<file path="config.mk">
export PLATFORM = sky130hd
export DESIGN_NAME = thick_line_rasterizer
export DESIGN_NICKNAME = d
export VERILOG_FILES = /design/src/hdl/tlr_pkg.sv /design/src/hdl/thick_line_rasterizer.sv
export VERILOG_INCLUDE_DIRS = /design/src /design/src/hdl
export SDC_FILE = /design/constraint.sdc
export NUM_CORES = 2
export LEC_CHECK = 0
export BUFFER_PORTS_ARGS = -buffer_cell sky130_fd_sc_hd__buf_2
export CORE_MARGIN = 1
export CORE_UTILIZATION = 35
export CTS_CLUSTER_SIZE = 40
export DETAILED_ROUTE_END_ITERATION = 10
export HOLD_SLACK_MARGIN = 0.15
export MAX_ROUTING_LAYER = met4
export PLACE_DENSITY_LB_ADDON = 0.3
export SYNTH_ARGS = -nofsm -noshare
export SYNTH_HDL_FRONTEND = slang
export SYNTH_SLANG_ARGS = --single-unit
export TNS_END_PERCENT = 1
</file>
<file path="constraint.sdc">
create_clock -name clk -period 11.5 [get_ports clk]
set_input_delay 2.3 -clock clk [delete_from_list [all_inputs] [get_ports clk]]
set_output_delay 2.3 -clock clk [all_outputs]
set_load 0.01 [all_outputs]
</file>
<file path="src/hdl/assert_macros.svh">
// assertion macros shared by the rasterizer rtl
// expects clk and arst_n in the scope of each use
`ifndef ASSERT_MACROS_SVH
`define ASSERT_MACROS_SVH

// plain property checked on every rising edge outside reset
`define TLR_ASSERT(lbl, prop) \
	lbl: assert property (@(posedge clk) disable iff (!arst_n) prop) \
		else $error("tlr assertion failed");

// same-cycle implication
`define TLR_ASSERT_IMPL(lbl, ante, cons) \
	lbl: assert property (@(posedge clk) disable iff (!arst_n) (ante) |-> (cons)) \
		else $error("tlr implication failed");

`endif

</file>
<file path="src/hdl/tlr_pkg.sv">
// types and constants of the thick line rasterizer
// no dependencies; used by thick_line_rasterizer, tlr_pixel_checker and tb_top
package tlr_pkg;

	localparam int CFG_INDEX_BITS = 3;
	localparam int CFG_DATA_BITS  = 24;
	localparam int COLOR_BITS     = 24;
	localparam int DIM_BITS       = 16;

	typedef enum logic [CFG_INDEX_BITS-1:0] {
		REG_X_START        = 3'd0,
		REG_Y_START        = 3'd1,
		REG_X_END          = 3'd2,
		REG_Y_END          = 3'd3,
		REG_HALF_THICKNESS = 3'd4,
		REG_PIXEL_COLOR    = 3'd5,
		REG_BUFFER_WIDTH   = 3'd6,
		REG_BUFFER_HEIGHT  = 3'd7
	} cfg_reg_t;

	typedef enum logic [1:0] {
		MODE_VERTICAL = 2'd0,
		MODE_X_MAJOR  = 2'd1,
		MODE_Y_MAJOR  = 2'd2
	} line_mode_t;

	typedef enum logic [3:0] {
		ST_IDLE,
		ST_LATCH_DELTA,
		ST_LATCH_MODE,
		ST_LATCH_ORDER,
		ST_EVAL,
		ST_MUL_A,
		ST_MUL_B,
		ST_SUM,
		ST_ABS,
		ST_DIV,
		ST_SIGN,
		ST_FIN
	} state_t;

endpackage

</file>
<file path="src/hdl/thick_line_rasterizer.sv">
// thick line rasterizer: one pixel of a thick line per request
// depends on tlr_pkg and assert_macros.svh
//
// usage:
//  cfg channel (cfg_valid/cfg_ready, cfg_index, cfg_data) writes the endpoints,
//  half thickness, color and clip size; always ready, write only while idle.
//  in channel (in_valid/in_ready, restart): restart=1 latches the line and returns
//  its first pixel, restart=0 returns the next one. one result per request.
//  out channel (out_valid/out_ready): pixel_x, pixel_y, write_enable, color_out,
//  last_pixel. last_pixel is also set on the empty result once the line is done.
// datapath:
//  a sloped pixel walks a shared multiplier twice and then a radix-2 divider that
//  retires one quotient bit per cycle, COORD_BITS+1 quotient bits in all; a restart
//  first passes the states LATCH_DELTA, LATCH_MODE and LATCH_ORDER.
//  vertical and finished lines skip the divider.
//  in_ready is high only while no request is in work.
// reset: clip size 0, half thickness 1, line finished; the first requests return
//  the empty result until a restart.
// stall: a finished result waits in the output register; the next request is
//  taken meanwhile and its result is held back until out_ready frees the register.
`include "assert_macros.svh"

module thick_line_rasterizer #(
	parameter int COORD_BITS     = 16,
	parameter int THICKNESS_BITS = 8
) (
	input  logic                                clk,
	input  logic                                arst_n,
	input  logic                                cfg_valid,
	output logic                                cfg_ready,
	input  logic [tlr_pkg::CFG_INDEX_BITS-1:0]  cfg_index,
	input  logic [tlr_pkg::CFG_DATA_BITS-1:0]   cfg_data,
	input  logic                                in_valid,
	output logic                                in_ready,
	input  logic                                restart,
	output logic                                out_valid,
	input  logic                                out_ready,
	output logic signed [COORD_BITS:0]          pixel_x,
	output logic signed [COORD_BITS:0]          pixel_y,
	output logic                                write_enable,
	output logic [tlr_pkg::COLOR_BITS-1:0]      color_out,
	output logic                                last_pixel
);

	localparam int W    = COORD_BITS;
	localparam int T    = THICKNESS_BITS;
	localparam int DW   = W + 1;
	localparam int PRW  = 2 * W + 2;
	localparam int NW   = 2 * W + 3;
	localparam int QW   = W + 1;
	localparam int RW   = W + 2;
	localparam int CW   = $clog2(QW);
	localparam int KW   = T + 1;
	localparam int PW   = ((W > T) ? W : T) + 3;
	localparam int CMPW = (PW > tlr_pkg::DIM_BITS) ? PW : tlr_pkg::DIM_BITS + 1;

	// configuration
	logic signed [W-1:0]               x_start_q, y_start_q, x_end_q, y_end_q;
	logic [T-1:0]                      half_q;
	logic [tlr_pkg::COLOR_BITS-1:0]    color_q;
	logic [tlr_pkg::DIM_BITS-1:0]      bw_q, bh_q;

	// line state
	tlr_pkg::state_t                   state_q, state_d;
	tlr_pkg::line_mode_t               mode_q, mode_new;
	logic signed [DW-1:0]              dx_q, dy_q, dmaj_q, dmin_q;
	logic signed [W-1:0]               x1_q, y1_q, x2_q, y2_q;
	logic signed [W-1:0]               m_q;
	logic signed [KW-1:0]              k_q;
	logic                              finished_q;

	// shared arithmetic
	logic signed [PRW-1:0]             prod_q, acc_q, mul_p;
	logic signed [DW-1:0]              mul_a, mul_b, offs_q;
	logic signed [NW-1:0]              num_q;
	logic [NW-1:0]                     mag;
	logic                              neg_q;
	logic [RW-1:0]                     rem_q, shifted, dvs;
	logic                              ge;
	logic [QW-1:0]                     lo_q, quo_q;
	logic [CW-1:0]                     cnt_q;
	logic signed [W+1:0]               qs_q;

	// output register
	logic                              out_valid_q;
	logic signed [W:0]                 px_q, py_q;
	logic                              we_q, last_q;
	logic [tlr_pkg::COLOR_BITS-1:0]    col_q;

	// combinational helpers
	logic [DW-1:0]                     adx, ady;
	logic                              sw;
	logic signed [W-1:0]               x1n, y1n, x2n, y2n;
	logic signed [DW-1:0]              dxo, dyo;
	logic signed [W-1:0]               minor1, major1, lo, hi;
	logic signed [PW-1:0]              base, kx, minor, px_f, py_f;
	logic signed [CMPW-1:0]            px_c, py_c;
	logic                              we_f;
	logic signed [DW-1:0]              m_inc;
	logic signed [KW:0]                k_inc, half_ext;
	logic                              span_more, last_f, out_free;

	assign cfg_ready    = 1'b1;
	assign in_ready     = (state_q == tlr_pkg::ST_IDLE);
	assign out_valid    = out_valid_q;
	assign pixel_x      = px_q;
	assign pixel_y      = py_q;
	assign write_enable = we_q;
	assign color_out    = col_q;
	assign last_pixel   = last_q;
	assign out_free     = !out_valid_q || out_ready;

	// mode select and endpoint ordering
	assign adx = $unsigned(dx_q[DW-1] ? -dx_q : dx_q);
	assign ady = $unsigned(dy_q[DW-1] ? -dy_q : dy_q);
	always_comb begin
		if (dx_q == '0)
			mode_new = tlr_pkg::MODE_VERTICAL;
		else if (ady < adx)
			mode_new = tlr_pkg::MODE_X_MAJOR;
		else
			mode_new = tlr_pkg::MODE_Y_MAJOR;
	end
	assign sw  = (mode_q == tlr_pkg::MODE_X_MAJOR) ? dx_q[DW-1] : dy_q[DW-1];
	assign x1n = sw ? x_end_q : x_start_q;
	assign y1n = sw ? y_end_q : y_start_q;
	assign x2n = sw ? x_start_q : x_end_q;
	assign y2n = sw ? y_start_q : y_end_q;
	assign dxo = sw ? -dx_q : dx_q;
	assign dyo = sw ? -dy_q : dy_q;

	// minor endpoint and major start of the current mode
	assign minor1 = (mode_q == tlr_pkg::MODE_X_MAJOR) ? y1_q : x1_q;
	assign major1 = (mode_q == tlr_pkg::MODE_X_MAJOR) ? x1_q : y1_q;
	assign lo     = major1;
	assign hi     = (mode_q == tlr_pkg::MODE_X_MAJOR) ? x2_q : y2_q;

	// one shared multiplier: minor1*dmaj, then dmin*(m-major1)
	assign mul_a = (state_q == tlr_pkg::ST_MUL_A) ? DW'(minor1) : dmin_q;
	assign mul_b = (state_q == tlr_pkg::ST_MUL_A) ? dmaj_q : offs_q;
	assign mul_p = mul_a * mul_b;

	// restoring divider step on magnitudes
	assign mag     = $unsigned(num_q[NW-1] ? -num_q : num_q);
	assign shifted = {rem_q[RW-2:0], lo_q[QW-1]};
	assign dvs     = RW'($unsigned(dmaj_q));
	assign ge      = (shifted >= dvs);

	// pixel position and clip
	assign base  = (mode_q == tlr_pkg::MODE_VERTICAL) ? PW'(x1_q) : PW'(qs_q);
	assign kx    = PW'(k_q);
	assign minor = (mode_q == tlr_pkg::MODE_Y_MAJOR) ? base - kx : base + kx;
	assign px_f  = (mode_q == tlr_pkg::MODE_X_MAJOR) ? PW'(m_q) : minor;
	assign py_f  = (mode_q == tlr_pkg::MODE_X_MAJOR) ? minor : PW'(m_q);
	assign px_c  = CMPW'(px_f);
	assign py_c  = CMPW'(py_f);
	assign we_f  = !px_c[CMPW-1] && ($unsigned(px_c) < CMPW'(bw_q))
		&& !py_c[CMPW-1] && ($unsigned(py_c) < CMPW'(bh_q));

	// walk order: major position inside, offset pass outside
	assign m_inc     = DW'(m_q) + 2'sd1;
	assign span_more = (m_inc < DW'(hi));
	assign k_inc     = (KW+1)'(k_q) + 2'sd1;
	assign half_ext  = $signed({2'b00, half_q});
	assign last_f    = !span_more && (k_inc >= half_ext);

	always_ff @(posedge clk or negedge arst_n) begin
		if (!arst_n) begin
			x_start_q <= '0;
			y_start_q <= '0;
			x_end_q   <= '0;
			y_end_q   <= '0;
			half_q    <= T'(1);
			color_q   <= '0;
			bw_q      <= '0;
			bh_q      <= '0;
		end else if (cfg_valid && cfg_ready) begin
			case (cfg_index)
				tlr_pkg::REG_X_START:        x_start_q <= $signed(cfg_data[W-1:0]);
				tlr_pkg::REG_Y_START:        y_start_q <= $signed(cfg_data[W-1:0]);
				tlr_pkg::REG_X_END:          x_end_q   <= $signed(cfg_data[W-1:0]);
				tlr_pkg::REG_Y_END:          y_end_q   <= $signed(cfg_data[W-1:0]);
				tlr_pkg::REG_HALF_THICKNESS: half_q    <= cfg_data[T-1:0];
				tlr_pkg::REG_PIXEL_COLOR:    color_q   <= cfg_data[tlr_pkg::COLOR_BITS-1:0];
				tlr_pkg::REG_BUFFER_WIDTH:   bw_q      <= cfg_data[tlr_pkg::DIM_BITS-1:0];
				tlr_pkg::REG_BUFFER_HEIGHT:  bh_q      <= cfg_data[tlr_pkg::DIM_BITS-1:0];
				default: ;
			endcase
		end
	end

	always_ff @(posedge clk or negedge arst_n) begin
		if (!arst_n)
			state_q <= tlr_pkg::ST_IDLE;
		else
			state_q <= state_d;
	end

	always_comb begin
		state_d = state_q;
		case (state_q)
			tlr_pkg::ST_IDLE: begin
				if (in_valid)
					state_d = restart ? tlr_pkg::ST_LATCH_DELTA : tlr_pkg::ST_EVAL;
			end
			tlr_pkg::ST_LATCH_DELTA: state_d = tlr_pkg::ST_LATCH_MODE;
			tlr_pkg::ST_LATCH_MODE:  state_d = tlr_pkg::ST_LATCH_ORDER;
			tlr_pkg::ST_LATCH_ORDER: state_d = tlr_pkg::ST_EVAL;
			tlr_pkg::ST_EVAL: begin
				if (finished_q || mode_q == tlr_pkg::MODE_VERTICAL)
					state_d = tlr_pkg::ST_FIN;
				else
					state_d = tlr_pkg::ST_MUL_A;
			end
			tlr_pkg::ST_MUL_A: state_d = tlr_pkg::ST_MUL_B;
			tlr_pkg::ST_MUL_B: state_d = tlr_pkg::ST_SUM;
			tlr_pkg::ST_SUM:   state_d = tlr_pkg::ST_ABS;
			tlr_pkg::ST_ABS:   state_d = tlr_pkg::ST_DIV;
			tlr_pkg::ST_DIV: begin
				if (cnt_q == CW'(QW - 1))
					state_d = tlr_pkg::ST_SIGN;
			end
			tlr_pkg::ST_SIGN: state_d = tlr_pkg::ST_FIN;
			tlr_pkg::ST_FIN: begin
				if (out_free)
					state_d = tlr_pkg::ST_IDLE;
			end
			default: state_d = tlr_pkg::ST_IDLE;
		endcase
	end

	// line state and output valid
	always_ff @(posedge clk or negedge arst_n) begin
		if (!arst_n) begin
			mode_q      <= tlr_pkg::MODE_VERTICAL;
			k_q         <= '0;
			m_q         <= '0;
			x1_q        <= '0;
			y1_q        <= '0;
			x2_q        <= '0;
			y2_q        <= '0;
			finished_q  <= 1'b1;
			out_valid_q <= 1'b0;
		end else begin
			if (out_valid_q && out_ready)
				out_valid_q <= 1'b0;
			case (state_q)
				tlr_pkg::ST_LATCH_MODE: mode_q <= mode_new;
				tlr_pkg::ST_LATCH_ORDER: begin
					x1_q <= x1n;
					y1_q <= y1n;
					x2_q <= x2n;
					y2_q <= y2n;
					m_q  <= (mode_q == tlr_pkg::MODE_X_MAJOR) ? x1n : y1n;
					k_q  <= -$signed({1'b0, half_q});
					finished_q <= (mode_q != tlr_pkg::MODE_X_MAJOR && dy_q == '0)
						|| (half_q == '0);
				end
				tlr_pkg::ST_FIN: begin
					if (out_free) begin
						out_valid_q <= 1'b1;
						if (!finished_q) begin
							if (span_more) begin
								m_q <= m_inc[W-1:0];
							end else begin
								k_q <= k_inc[KW-1:0];
								m_q <= lo;
							end
							if (last_f)
								finished_q <= 1'b1;
						end
					end
				end
				default: ;
			endcase
		end
	end

	// datapath registers
	always_ff @(posedge clk) begin
		case (state_q)
			tlr_pkg::ST_LATCH_DELTA: begin
				dx_q <= DW'(x_end_q) - DW'(x_start_q);
				dy_q <= DW'(y_end_q) - DW'(y_start_q);
			end
			tlr_pkg::ST_LATCH_ORDER: begin
				dmaj_q <= (mode_q == tlr_pkg::MODE_X_MAJOR) ? dxo : dyo;
				dmin_q <= (mode_q == tlr_pkg::MODE_X_MAJOR) ? dyo : dxo;
			end
			tlr_pkg::ST_MUL_A: begin
				prod_q <= mul_p;
				offs_q <= DW'(m_q) - DW'(major1);
			end
			tlr_pkg::ST_MUL_B: begin
				acc_q  <= prod_q;
				prod_q <= mul_p;
			end
			tlr_pkg::ST_SUM: num_q <= NW'(acc_q) + NW'(prod_q);
			tlr_pkg::ST_ABS: begin
				neg_q <= num_q[NW-1];
				rem_q <= mag[NW-1:QW];
				lo_q  <= mag[QW-1:0];
				cnt_q <= '0;
			end
			tlr_pkg::ST_DIV: begin
				rem_q <= ge ? shifted - dvs : shifted;
				lo_q  <= {lo_q[QW-2:0], 1'b0};
				quo_q <= {quo_q[QW-2:0], ge};
				cnt_q <= cnt_q + CW'(1);
			end
			tlr_pkg::ST_SIGN: begin
				qs_q <= neg_q ? -$signed({1'b0, quo_q}) : $signed({1'b0, quo_q});
			end
			tlr_pkg::ST_FIN: begin
				if (out_free) begin
					if (finished_q) begin
						px_q   <= '0;
						py_q   <= '0;
						we_q   <= 1'b0;
						col_q  <= '0;
						last_q <= 1'b1;
					end else begin
						px_q   <= px_f[W:0];
						py_q   <= py_f[W:0];
						we_q   <= we_f;
						col_q  <= color_q;
						last_q <= last_f;
					end
				end
			end
			default: ;
		endcase
	end

	// the partial remainder never reaches the divisor
	`TLR_ASSERT_IMPL(a_div_rem_below, state_q == tlr_pkg::ST_DIV, rem_q < dvs)
	// a sloped pixel never divides by a non-positive delta
	`TLR_ASSERT_IMPL(a_div_nonzero, state_q == tlr_pkg::ST_MUL_A, dmaj_q > 0)
	// an open line keeps its major position inside the span
	`TLR_ASSERT_IMPL(a_major_in_span, (state_q == tlr_pkg::ST_EVAL) && !finished_q,
		(m_q >= lo) && (m_q < hi))
	// results are only produced from the final state
	`TLR_ASSERT(a_out_from_fin, $rose(out_valid_q) |-> $past(state_q == tlr_pkg::ST_FIN))

endmodule

</file>
==> out/qor.yml <==
outcome:
  status: "finished, final reports clean"
routing:
  first_pass_iters: 5
  vias: 30850
  wl_per_cell_microns: 19.45
  routed_wl_microns: 117600
  drtIter0Drc: 2461
  drtAntennaViolNets: 0
  via_per_inst: 5.103
  drcViolationCount: 0
worst_setup_path:
  slowest_stage: "nor2_4"
  endpoint: "prod_q[32]$_DFFE_PP_"
  slowest_delay_ns: 0.85
  crit_cells: 26
  reg2reg_depth: 26
  cp.required_ns: 11.88
  worstSetupPathType: "flop to flop"
  crit_path_start_kind: "flop"
  cp-startpoint: "state_q[2]$_DFFE_PN0P_"
  regToRegEndpoint: "prod_q[32]$_DFFE_PP_"
  cp_common_cell: "fa_1"
  path_buf_inv: 4
  crit_fanout: 34
  reg2reg_from: "state_q[2]$_DFFE_PN0P_"
  cp_top_family: "adder cells"
  crit_arrival_ns: 9.54
  r2r_slack_ns: 2.34
  crit_path_end_kind: "flop"
timing:
  setup_viol: 0
  hold_viol_final: 0
  fin_worst_skew_ns: 0.06159
  period_share_pct: 79.66
  slew_viol_final: 0
  rsz0062_at_grt: "no"
  tightest_slew_ns: 1.162
  fmax_ghz: 0.1092
  min_period_ns: 9.161
  finalSetupTns_ns: 0
  slew_headroom_pct: 22.50
cells_and_area:
  finalNetCount: 4995
  layout-drive-gt1-share_pct: 8.941
  final_util_pct: 39.23
  syn_to_final_growth_pct: 10.95
cts:
  cts_hold_buf: 0
  cts_tree: "done"
  cts.repair.resized: 0
  cts_max_level: 3
  cts-root-buf: "clkbuf_16"
  clk_pin_slew_worst_paths_ns: 0.06
  clockBufferDepth: 3
  cts_setup_buffers: 0
  clk-insertion-delay-late_ns: 0.67
  cts_sinks: 548
  numCtsBuffers: 68
synthesis:
  yosysTopAreaCell: "edfxtp_1"
  postSynth.asyncResetShare_pct: 41.06
  syn_area_per_cell_sq_um: 9.796
  synth_warnings: 0
  ys_seq_area_share_pct: 36.15
  ys_types: 73
  synth_top_family_by_area: "adder cells"
  synth_flop_cell: "edfxtp_1"
  synth-simple-area-share_pct: 13.92
  synth_edf_count: 323
  syn_nets: 4952
  synth_seq_cells: 548
  synth_compound_area_share_pct: 10.38
  muxShareOfSynthArea_pct: 5.602
  synth_top_area_share_pct: 22.87
  syn_inst: 4330
  synth-xor-area-share_pct: 5.389
  syn_area_sq_um: 42420
  synth_fa_ha_area_share_pct: 22.72
  ys_top_cells_by_area: "edfxtp_1 23%, fa_1 14%, dfrtp_1 13%"
die:
  core_sq_um: 120000
  die_area_sq_um: 122600
  dieHeight_microns: 350.1
  start_util_pct: 35.35
  io_pins: 96
  num_rows: 127
  die_w_microns: 350.1
place:
  io_buffers: 94
  dpl.hpwl_microns: 89640
  place_congestion: 0.9295
global_routing:
  grt_pass1_vias: 30440
  grt_max_degree: 100
  grt_pass1_wl_microns: 182200
  grt.overflow.total: 0
  grt_usage_pct: 19.92
  antenna_found_initial: 6
hold_path:
  hp-start: "prod_q[22]$_DFFE_PP_"
  min_path_type: "flop to flop"
job:
  max_cap_violations: 0
## per-stage QoR
stage | std cells | hold slack [ns] | worst slack, ns | instance area, sq um
2_1_floorplan | 4330 | 0.4334 | 3.160 | 42420
3_3_place_gp | 5915 | 0.4426 | 2.548 | 44710
3_5_place_dp | 5915 | 0.4513 | 2.393 | 44710
4_1_cts | 6041 | 0.4658 | 2.310 | 47050
5_1_grt | 6043 | 0.4778 | 1.730 | 47050
6_report | 6045 | 0.4638 | 2.339 | 47060
## final cells by class
cell class	count	area, sq um
Fill cell	11830	72910
Clock buffer	87	1863
Timing Repair Buffer	131	758.2
Clock inverter	39	474.2
Inverter	500	1879
Tap cell	1612	2017
Sequential cell	548	15330
Multi-Input combinational cell	3124	24730
Antenna cell	4	10.01
## Yosys cell counts, drive strengths merged, types with 58 or more instances
library cell  number
o21ai            188
nand3             97
nand2            556
nor2             397
edfxtp           323
clkbuf           131
a31oi             58
xor2             109
inv              499
mux2i            108
a21o              74
fa               302
nor2b             69
a21oi            195
xnor2            152
mux2             115
ha               287
dfrtp            223
## per-layer routing
metal  vias to the layer above  share of wire [%]  global-route usage (%)
met4                         0                2.7                   5.666
li1                      14700                  -                       -
met3                       162                5.4                   2.895
met5                         -                  0                       -
met2                       791                 44                   29.58
met1                     15200                 48                   28.11
## cell usage in the layout, fill, tap and decap left out, types with 25 or more instances in the layout
cell type and instances:
nand2_1 556, inv_1 497, nor2_1 392, edfxtp_1 323, fa_1 302, ha_1 287, dfrtp_1 223, a21oi_1 192
o21ai_0 184, xnor2_1 152, mux2_2 115, xor2_1 109, mux2i_1 106, nand3_1 97, buf_2 93, a21o_1 73
nor2b_1 68, clkbuf_16 68, a31oi_1 58, nor3_1 48, nand2b_1 46, buf_4 37, or3_1 35, o31ai_1 34
o21a_1 25
## state kept, by name (all words and copies together) (netlist names), 17 cells and up
register,count
acc_q,34
color_out,24
color_q,24
dmaj_q,17
dmin_q,17
dx_q,17
dy_q,17
lo_q,17
num_q,35
offs_q,17
pixel_x,17
pixel_y,17
prod_q,34
qs_q,18
quo_q,17
rem_q,17
## worst min path at each step
stage                                endpoint  slack [ns]  cells past startpoint
after floorplan            acc_q[0]$_DFFE_PP_        0.43                      0
after global placement    acc_q[26]$_DFFE_PP_        0.44                      0
after detailed placement  acc_q[29]$_DFFE_PP_        0.45                      0
after CTS                  acc_q[9]$_DFFE_PP_        0.47                      0
after global routing       acc_q[0]$_DFFE_PP_        0.48                      0
final                     acc_q[22]$_DFFE_PP_        0.46                      0
## worst register-to-register path, stage by stage, from the launching register on
cell and delay (ns):
dfrtp_1 0.54, nand2b_1 0.31, nor2_4 0.85, buf_4 0.41, nor2_1 0.09, a21oi_1 0.80
nand2_1 0.19, fa_1 0.62, fa_1 0.45, fa_1 0.48, fa_1 0.49, inv_1 0.06
fa_1 0.53, inv_1 0.05, fa_1 0.52, inv_1 0.04, ha_1 0.37, and3_1 0.19
a21boi_0 0.12, a41oi_1 0.27, o211ai_1 0.22, a21oi_1 0.26, o21ai_0 0.16, o41ai_1 0.45
o21bai_1 0.11, a21oi_1 0.19, xnor2_1 0.08
## cell families (layout without fill, tap and decap cells)
kind of cell             count (synthesis)  after routing
multiplexers                           223            223
AO/OA/AOI/OAI                          709            709
flip-flops                             548            548
other                                    1              5
adder cells (fa/ha/maj)                589            589
buffers and inverters                  658            757
XOR/XNOR                               261            261
AND/OR/NAND/NOR                       1341           1341
Power is left out: the tool's default activity adds up to more than one toggle a clock period on the data nets, which glitch-free logic cannot reach.
